### src/rtl/sha256_pkg.sv
// shared types, constants and round functions of the sha-256 message hash
// no dependencies
package sha256_pkg;

  localparam int unsigned WordW  = 32;
  localparam int unsigned Rounds = 64;
  localparam int unsigned RoundW = $clog2(Rounds);
  localparam int unsigned BlockBytes = 64;
  localparam int unsigned FillW  = $clog2(BlockBytes);
  localparam int unsigned CountW = 61;
  localparam int unsigned DigestWords = 8;
  localparam int unsigned IdxW   = $clog2(DigestWords);

  localparam logic [7:0] PadMark = 8'h80;
  localparam logic [FillW-1:0] LenStart = FillW'(56);
  localparam logic [FillW-1:0] FillLast = FillW'(BlockBytes - 1);
  localparam logic [RoundW-1:0] RoundLast = RoundW'(Rounds - 1);
  localparam logic [IdxW-1:0] IdxLast = IdxW'(DigestWords - 1);

  localparam logic [WordW-1:0] IvTab [DigestWords] = '{
    32'h6A09E667, 32'hBB67AE85, 32'h3C6EF372, 32'hA54FF53A,
    32'h510E527F, 32'h9B05688C, 32'h1F83D9AB, 32'h5BE0CD19
  };

  localparam logic [WordW-1:0] KTab [Rounds] = '{
    32'h428a2f98, 32'h71374491, 32'hb5c0fbcf, 32'he9b5dba5,
    32'h3956c25b, 32'h59f111f1, 32'h923f82a4, 32'hab1c5ed5,
    32'hd807aa98, 32'h12835b01, 32'h243185be, 32'h550c7dc3,
    32'h72be5d74, 32'h80deb1fe, 32'h9bdc06a7, 32'hc19bf174,
    32'he49b69c1, 32'hefbe4786, 32'h0fc19dc6, 32'h240ca1cc,
    32'h2de92c6f, 32'h4a7484aa, 32'h5cb0a9dc, 32'h76f988da,
    32'h983e5152, 32'ha831c66d, 32'hb00327c8, 32'hbf597fc7,
    32'hc6e00bf3, 32'hd5a79147, 32'h06ca6351, 32'h14292967,
    32'h27b70a85, 32'h2e1b2138, 32'h4d2c6dfc, 32'h53380d13,
    32'h650a7354, 32'h766a0abb, 32'h81c2c92e, 32'h92722c85,
    32'ha2bfe8a1, 32'ha81a664b, 32'hc24b8b70, 32'hc76c51a3,
    32'hd192e819, 32'hd6990624, 32'hf40e3585, 32'h106aa070,
    32'h19a4c116, 32'h1e376c08, 32'h2748774c, 32'h34b0bcb5,
    32'h391c0cb3, 32'h4ed8aa4a, 32'h5b9cca4f, 32'h682e6ff3,
    32'h748f82ee, 32'h78a5636f, 32'h84c87814, 32'h8cc70208,
    32'h90befffa, 32'ha4506ceb, 32'hbef9a3f7, 32'hc67178f2
  };

  // input and result items
  typedef struct packed {
    logic [7:0] data_byte;
    logic       byte_valid;
    logic       last_byte;
  } in_item_t;

  typedef struct packed {
    logic [WordW-1:0] digest_word;
    logic [IdxW-1:0]  word_index;
    logic             last_word;
  } out_item_t;

  // controller states
  typedef enum logic [2:0] {
    ST_IDLE,
    ST_PAD,
    ST_LOAD,
    ST_ROUND,
    ST_FINAL,
    ST_EMIT
  } state_e;

  // source of the byte shifted into the block window
  typedef enum logic [1:0] {
    SEL_MSG,
    SEL_MARK,
    SEL_ZERO,
    SEL_LEN
  } byte_sel_e;

  typedef struct packed {
    logic      shift_en;
    byte_sel_e sel;
    logic      count_inc;
    logic      load_vars;
    logic      round_en;
    logic      final_add;
    logic      emit;
  } dp_cmd_t;

  typedef struct packed {
    logic [FillW-1:0] fill;
    logic             round_last;
    logic             out_busy;
  } dp_stat_t;

  // sha-256 sigma functions
  function automatic logic [WordW-1:0] big_sig0(input logic [WordW-1:0] x);
    return {x[1:0], x[31:2]} ^ {x[12:0], x[31:13]} ^ {x[21:0], x[31:22]};
  endfunction

  function automatic logic [WordW-1:0] big_sig1(input logic [WordW-1:0] x);
    return {x[5:0], x[31:6]} ^ {x[10:0], x[31:11]} ^ {x[24:0], x[31:25]};
  endfunction

  function automatic logic [WordW-1:0] sml_sig0(input logic [WordW-1:0] x);
    return {x[6:0], x[31:7]} ^ {x[17:0], x[31:18]} ^ {3'b000, x[31:3]};
  endfunction

  function automatic logic [WordW-1:0] sml_sig1(input logic [WordW-1:0] x);
    return {x[16:0], x[31:17]} ^ {x[18:0], x[31:19]} ^ {10'b0, x[31:10]};
  endfunction

endpackage

### src/rtl/sha256_message_hash.sv
// top level of the sha-256 message hash: controller and datapath
// depends on sha256_pkg, sha256_ctrl, sha256_dp
//
//  channel | direction | handshake              | payload
//  --------+-----------+------------------------+------------------------------
//  in      | input     | in_valid_i / in_ready_o | in_data_i  (one message byte)
//  out     | output    | out_valid_o / out_ready_i | out_data_o (one digest word)
//
// a message byte is one transfer per cycle while the input is ready; every 64th byte adds a
// compression (load, 64 rounds on the single round unit, chaining add)
// the end of a message costs the padding bytes up to the block end, one or two
// compressions and the hand-over of the digest to the output register
// input is stalled during padding and compression; a stalled output only holds back the
// hand-over of the next digest, bytes of the next message keep flowing meanwhile
// reset brings the chaining words to the initial hash and clears all counters
module sha256_message_hash (
  input  logic                  clk_i,
  input  logic                  rst_ni,
  input  logic                  in_valid_i,
  output logic                  in_ready_o,
  input  sha256_pkg::in_item_t  in_data_i,
  output logic                  out_valid_o,
  input  logic                  out_ready_i,
  output sha256_pkg::out_item_t out_data_o
);
  import sha256_pkg::*;

  dp_cmd_t  cmd;
  dp_stat_t stat;

  sha256_ctrl u_ctrl (
    .clk_i      (clk_i),
    .rst_ni     (rst_ni),
    .in_valid_i (in_valid_i),
    .in_ready_o (in_ready_o),
    .in_data_i  (in_data_i),
    .stat_i     (stat),
    .cmd_o      (cmd)
  );

  sha256_dp u_dp (
    .clk_i       (clk_i),
    .rst_ni      (rst_ni),
    .in_byte_i   (in_data_i.data_byte),
    .cmd_i       (cmd),
    .stat_o      (stat),
    .out_valid_o (out_valid_o),
    .out_ready_i (out_ready_i),
    .out_data_o  (out_data_o)
  );

endmodule

### src/rtl/sha256_ctrl.sv
// sequencer of the sha-256 message hash: byte intake, padding, rounds, digest hand-over
// depends on sha256_pkg
module sha256_ctrl (
  input  logic                 clk_i,
  input  logic                 rst_ni,
  input  logic                 in_valid_i,
  output logic                 in_ready_o,
  input  sha256_pkg::in_item_t in_data_i,
  input  sha256_pkg::dp_stat_t stat_i,
  output sha256_pkg::dp_cmd_t  cmd_o
);
  import sha256_pkg::*;

  state_e state_q, state_d;
  logic   last_q, last_d;       // message ended, padding still to do
  logic   mark_q, mark_d;       // 0x80 marker written
  logic   lenok_q, lenok_d;     // this block takes the length field
  logic   lendone_q, lendone_d; // length field complete
  logic   accept;
  logic   fill_end;

  assign in_ready_o = (state_q == ST_IDLE);
  assign accept     = in_valid_i && in_ready_o;
  assign fill_end   = (stat_i.fill == FillLast);

  // next state and padding flags
  always_comb begin
    state_d   = state_q;
    last_d    = last_q;
    mark_d    = mark_q;
    lenok_d   = lenok_q;
    lendone_d = lendone_q;
    unique case (state_q)
      ST_IDLE: begin
        if (accept) begin
          if (in_data_i.last_byte) begin
            last_d    = 1'b1;
            mark_d    = 1'b0;
            lenok_d   = 1'b0;
            lendone_d = 1'b0;
          end
          if (in_data_i.byte_valid && fill_end) begin
            state_d = ST_LOAD;
          end else if (in_data_i.last_byte) begin
            state_d = ST_PAD;
          end
        end
      end
      ST_PAD: begin
        if (!mark_q) begin
          mark_d  = 1'b1;
          lenok_d = (stat_i.fill < LenStart);
        end else if (lenok_q && fill_end) begin
          lendone_d = 1'b1;
        end
        if (fill_end) begin
          state_d = ST_LOAD;
        end
      end
      ST_LOAD: begin
        state_d = ST_ROUND;
      end
      ST_ROUND: begin
        if (stat_i.round_last) begin
          state_d = ST_FINAL;
        end
      end
      ST_FINAL: begin
        if (!last_q) begin
          state_d = ST_IDLE;
        end else if (lendone_q) begin
          state_d = ST_EMIT;
        end else begin
          // the next block carries the length, after the marker if it is still due
          lenok_d = 1'b1;
          state_d = ST_PAD;
        end
      end
      ST_EMIT: begin
        if (!stat_i.out_busy) begin
          last_d  = 1'b0;
          state_d = ST_IDLE;
        end
      end
      default: begin
        state_d = ST_IDLE;
      end
    endcase
  end

  // datapath commands
  always_comb begin
    cmd_o = '0;
    cmd_o.sel = SEL_MSG;
    unique case (state_q)
      ST_IDLE: begin
        cmd_o.shift_en  = accept && in_data_i.byte_valid;
        cmd_o.count_inc = accept && in_data_i.byte_valid;
      end
      ST_PAD: begin
        cmd_o.shift_en = 1'b1;
        if (!mark_q) begin
          cmd_o.sel = SEL_MARK;
        end else if (lenok_q && (stat_i.fill >= LenStart)) begin
          cmd_o.sel = SEL_LEN;
        end else begin
          cmd_o.sel = SEL_ZERO;
        end
      end
      ST_LOAD:  cmd_o.load_vars = 1'b1;
      ST_ROUND: cmd_o.round_en  = 1'b1;
      ST_FINAL: cmd_o.final_add = 1'b1;
      ST_EMIT:  cmd_o.emit      = !stat_i.out_busy;
      default:  cmd_o = '0;
    endcase
  end

  // state registers
  always_ff @(posedge clk_i or negedge rst_ni) begin
    if (!rst_ni) begin
      state_q   <= ST_IDLE;
      last_q    <= 1'b0;
      mark_q    <= 1'b0;
      lenok_q   <= 1'b0;
      lendone_q <= 1'b0;
    end else begin
      state_q   <= state_d;
      last_q    <= last_d;
      mark_q    <= mark_d;
      lenok_q   <= lenok_d;
      lendone_q <= lendone_d;
    end
  end

endmodule

### src/rtl/sha256_dp.sv
// datapath of the sha-256 message hash: block window, round logic, chaining words,
// byte count and digest output register; depends on sha256_pkg
module sha256_dp (
  input  logic                  clk_i,
  input  logic                  rst_ni,
  input  logic [7:0]            in_byte_i,
  input  sha256_pkg::dp_cmd_t   cmd_i,
  output sha256_pkg::dp_stat_t  stat_o,
  output logic                  out_valid_o,
  input  logic                  out_ready_i,
  output sha256_pkg::out_item_t out_data_o
);
  import sha256_pkg::*;

  localparam int unsigned WinW = BlockBytes * 8;
  localparam int unsigned DigW = DigestWords * WordW;

  logic [WinW-1:0]        win_q;      // block bytes, then the rolling schedule
  logic [WordW-1:0]       h_q [DigestWords];
  logic [WordW-1:0]       v_q [DigestWords];
  logic [CountW-1:0]      count_q;
  logic [FillW-1:0]       fill_q;
  logic [RoundW-1:0]      round_q;
  logic [DigW-1:0]        dig_q;
  logic [IdxW-1:0]        idx_q;
  logic                   busy_q;

  logic [63:0]            len_bits;
  logic [7:0]             shift_byte;
  logic [WordW-1:0]       w0, w1, w9, w14, w_new;
  logic [WordW-1:0]       t1, t2, ch, maj;
  logic                   out_xfer;

  // byte fed into the window
  assign len_bits = {count_q, 3'b000};
  always_comb begin
    unique case (cmd_i.sel)
      SEL_MSG:  shift_byte = in_byte_i;
      SEL_MARK: shift_byte = PadMark;
      SEL_ZERO: shift_byte = 8'h00;
      SEL_LEN:  shift_byte = len_bits[{~fill_q[2:0], 3'b000} +: 8];
      default:  shift_byte = 8'h00;
    endcase
  end

  // message schedule: word 0 is the current round word
  assign w0    = win_q[WinW-1 -: WordW];
  assign w1    = win_q[WinW-1-WordW -: WordW];
  assign w9    = win_q[WinW-1-9*WordW -: WordW];
  assign w14   = win_q[WinW-1-14*WordW -: WordW];
  assign w_new = w0 + sml_sig0(w1) + w9 + sml_sig1(w14);

  // one compression round
  assign ch  = (v_q[4] & v_q[5]) ^ (~v_q[4] & v_q[6]);
  assign maj = (v_q[0] & v_q[1]) ^ (v_q[0] & v_q[2]) ^ (v_q[1] & v_q[2]);
  assign t1  = v_q[7] + big_sig1(v_q[4]) + ch + KTab[round_q] + w0;
  assign t2  = big_sig0(v_q[0]) + maj;

  assign out_xfer = busy_q && out_ready_i;

  // window, working variables and digest words
  always_ff @(posedge clk_i) begin
    if (cmd_i.shift_en) begin
      win_q <= {win_q[WinW-9:0], shift_byte};
    end else if (cmd_i.round_en) begin
      win_q <= {win_q[WinW-WordW-1:0], w_new};
    end
    if (cmd_i.load_vars) begin
      v_q <= h_q;
    end else if (cmd_i.round_en) begin
      v_q[7] <= v_q[6];
      v_q[6] <= v_q[5];
      v_q[5] <= v_q[4];
      v_q[4] <= v_q[3] + t1;
      v_q[3] <= v_q[2];
      v_q[2] <= v_q[1];
      v_q[1] <= v_q[0];
      v_q[0] <= t1 + t2;
    end
    if (cmd_i.emit) begin
      dig_q <= {h_q[0], h_q[1], h_q[2], h_q[3], h_q[4], h_q[5], h_q[6], h_q[7]};
    end else if (out_xfer) begin
      dig_q <= {dig_q[DigW-WordW-1:0], {WordW{1'b0}}};
    end
  end

  // chaining words, counters and output control
  always_ff @(posedge clk_i or negedge rst_ni) begin
    if (!rst_ni) begin
      h_q     <= IvTab;
      count_q <= '0;
      fill_q  <= '0;
      round_q <= '0;
      idx_q   <= '0;
      busy_q  <= 1'b0;
    end else begin
      if (cmd_i.final_add) begin
        for (int i = 0; i < DigestWords; i++) begin
          h_q[i] <= h_q[i] + v_q[i];
        end
      end else if (cmd_i.emit) begin
        h_q <= IvTab;
      end
      if (cmd_i.emit) begin
        count_q <= '0;
      end else if (cmd_i.count_inc) begin
        count_q <= count_q + 1'b1;
      end
      if (cmd_i.shift_en) begin
        fill_q <= fill_q + 1'b1;
      end
      if (cmd_i.round_en) begin
        round_q <= round_q + 1'b1;
      end
      if (cmd_i.emit) begin
        busy_q <= 1'b1;
        idx_q  <= '0;
      end else if (out_xfer) begin
        busy_q <= (idx_q != IdxLast);
        idx_q  <= idx_q + 1'b1;
      end
    end
  end

  assign stat_o.fill       = fill_q;
  assign stat_o.round_last = (round_q == RoundLast);
  assign stat_o.out_busy   = busy_q;

  assign out_valid_o            = busy_q;
  assign out_data_o.digest_word = dig_q[DigW-1 -: WordW];
  assign out_data_o.word_index  = idx_q;
  assign out_data_o.last_word   = (idx_q == IdxLast);

endmodule

### config.mk
export PLATFORM = sky130hd
export DESIGN_NAME = sha256_message_hash
export DESIGN_NICKNAME = d
export VERILOG_FILES = /design/src/rtl/sha256_pkg.sv /design/src/rtl/sha256_message_hash.sv /design/src/rtl/sha256_ctrl.sv /design/src/rtl/sha256_dp.sv
export SDC_FILE = /design/constraint.sdc
export NUM_CORES = 2
export LEC_CHECK = 0
export BUFFER_PORTS_ARGS = -buffer_cell sky130_fd_sc_hd__buf_4
export CORE_MARGIN = 1.5
export CORE_UTILIZATION = 65
export DETAILED_ROUTE_END_ITERATION = 10
export GPL_ROUTABILITY_DRIVEN = 0
export PLACE_DENSITY = 0.81
export SLEW_MARGIN = 20
export SYNTH_ARGS = -nofsm -noshare
export SYNTH_HDL_FRONTEND = slang
export SYNTH_HIERARCHICAL = 1
export SYNTH_SLANG_ARGS = --single-unit
### constraint.sdc
create_clock -name clk_i -period 9.8 [get_ports clk_i]
set_clock_uncertainty 0.15 [all_clocks]
set_input_delay 1.47 -clock clk_i [delete_from_list [all_inputs] [get_ports clk_i]]
set_output_delay 1.47 -clock clk_i [all_outputs]
set_load 0.05 [all_outputs]
==> metrics.yaml <==
fill_cells: 8919
clkTransAtPathRegs_ns: 0.06
avgViaCountPerCell: 6.54
ys_seq_area_share_pct: 45.9
clk_latency_ns: 0.80
netlist_area_sq_um: 85900
dp_hpwl_mm: 157
holdBufCountCts: 0
post-cts-setup-buffer-count: 0
drt_iter0_markers: 7534
finalHoldViolations: 0
cts-resized-gates: 0
synth_top_area_cell: "edfxtp_1"
worstPathMaxFanout: 18
drc_errors: 88
overflow: 0
synthCells: 7645
wirelength_mm: 226
min_path_type: "flip-flop to flip-flop"
synth.ff_latch_count: 1364
fmax_mhz: 113
clockRootBuffer: "clkbuf_16"
wl_per_cell_um: 24.0
worstSetupStartpointType: "flip-flop"
synth.distinct_cells: 93
cp_slowest_cell: "ha_2"
num_vias: 61600
cp.arrival_ns: 9.24
worst_slack_ns: 0.919
ys.warnings.count: 6
required_ns: 10.16
die_area_sq_um: 134000
port_buffers: 51
multi_input_area_sq_um: 43000
ant_nets: 0
avgSynthCellArea_sq_um: 11.2
period_share_pct: 90.6
finalSetupTns_ns: 0
dp.cells: 9143
seq_area_sq_um: 39400
synth_fp_nets: 8253
worst_setup_path_end_kind: "flip-flop"
yosysMostFrequentCell: "edfxtp_1"
violations: "DRC"
numCtsBuffers: 147
yosysTopAreaCellShare_pct: 35.8
ys_dominant_reg_cell: "edfxtp_1"
synthTopCellsByArea: "edfxtp_1 (36%), mux2_2 (12%), dfrtp_1 (5.9%)"
area_delta_synth_final_pct: 7.52
diodes: 0
tightest_slew_ns: 1.25
clock-sinks: 1364
synth_edf_count: 1024
die_h_um: 367
cap_violations: 0
core_area_sq_um: 131000
grt_usage_pct: 33.1
initial_utilization_pct: 65.4
status: "finished, violations left"
yosys-top-cells-count: "edfxtp_1 (1,024), mux2_2 (878), inv_1 (522)"
setup_violations: 0
pre_cts_slack_ns: 0.717
async_reset_ff_share_pct: 24.9
criticalPathCategory: "flip-flop to flip-flop"
grt_antenna_before_repair: 1
grt_pass1_vias: 60500
grt_pass1_wl_mm: 347
clock_path_buffers: 3
stdcell_count: 9415
dr.pass1.iters: 11
fin_nets: 8146
rsz0062_at_grt: "no"
cts_tree: "yes"
num_io_pins: 52
slew_headroom_pct: 16.7
fp.dieW_um: 367
grt_max_degree: 203
drive_above_1_share_pct: 18.8
min_period_ns: 8.88
placementRows: 133
htree_levels: 4
slew_viol_final: 0
max_stage_delay_ns: 0.58
[metal layers]
metal	GRT usage [%]	share of wire, %	vias up
li1	-	-	27500
met1	42.1	38	30000
met2	53.1	47	3150
met3	6.10	8.4	847
met4	19.9	6.9	2
met5	0	0.0058	-
[critical path, delay by kind of cell, from the launching register on]
family                   cells  cell delay [ns]
AO/OA/AOI/OAI               19             4.03
adder cells (fa/ha/maj)      6             2.42
AND/OR/NAND/NOR              4             0.75
flip-flops                   1             0.55
buffers and inverters        5             0.51
XOR/XNOR                     1             0.21
[kinds of logic after synthesis]
group / Yosys count / share of synthesized area (%)
xor+xnor: 602 / 6.15
flops: 1364 / 45.9
fa+ha+maj: 595 / 10.4
compound gates: 1679 / 12.2
mux: 945 / 12.6
simple gates: 1562 / 8.65
buf+inv: 898 / 4.10
[final timing paths]
path,from,endpoint,slack (ns),cells after the start
max,u_dp/round_q[1],u_dp/v_q[252],0.92,35
min,u_dp/h_q[159],u_dp/h_q[159],0.33,2
max reg2reg,u_dp/round_q[1],u_dp/v_q[252],0.92,35
min reg2reg,u_dp/h_q[159],u_dp/h_q[159],0.33,2
max in group asynchronous,rst_ni,u_dp/h_q[62],7.35,2
min in group asynchronous,rst_ni,u_dp/h_q[193],0.57,1
[sequential cells by signal, summed over array words and instances (netlist names)]
signal            cells
u_dp/h_q            256
u_dp/win_q          512
u_ctrl/mark_q         1
u_dp/round_q          6
u_dp/fill_q           6
u_dp/dig_q          256
u_ctrl/lendone_q      1
u_dp/count_q         61
u_ctrl/lenok_q        1
u_dp/idx_q            3
u_dp/v_q            256
u_dp/out_valid_o      1
u_ctrl/state_q        3
u_ctrl/last_q         1
[metrics by stage]
step | hold WS [ns] | area (sq um) | utilization (%)
after floorplan | 0.284 | 85900 | -
after global placement | 0.301 | 87600 | 66.7
after detailed placement | 0.317 | 87600 | 66.7
after CTS | 0.327 | 92400 | 70.3
after global routing | 0.348 | 92400 | 70.4
final | 0.329 | 92400 | 70.4
[area by class of cell]
| cell class | count | area share, % |
|---|---|---|
| repair buffers | 117 | 1.09 |
| clock buffers | 201 | 4.38 |
| clock inverters | 70 | 0.777 |
| well taps | 1755 | 2.38 |
| multi-input cells | 5383 | 46.6 |
| flip-flops and latches | 1364 | 42.7 |
| inverters | 525 | 2.14 |
[cells in the final DEF, fill, tap and decap left out, drive strengths merged, types with 40 or more instances in the layout]
master	n
nand3	134
clkbuf	201
xor2	243
nand2	498
buf	117
clkinv	52
a21oi	453
edfxtp	1024
fa	195
xnor2	358
inv	530
a211oi	62
o31ai	43
or3	47
a21o	235
o21bai	42
o21ai	478
nor3	197
ha	399
nor2	344
o21a	50
nor2b	50
and3	44
mux2	878
a31oi	61
dfstp	136
and2	48
o211ai	40
nand2b	57
dfrtp	204
mux2i	43
Power is not shown: default switching activity piles up to over one toggle a cycle in this logic, so the estimate is an artifact.
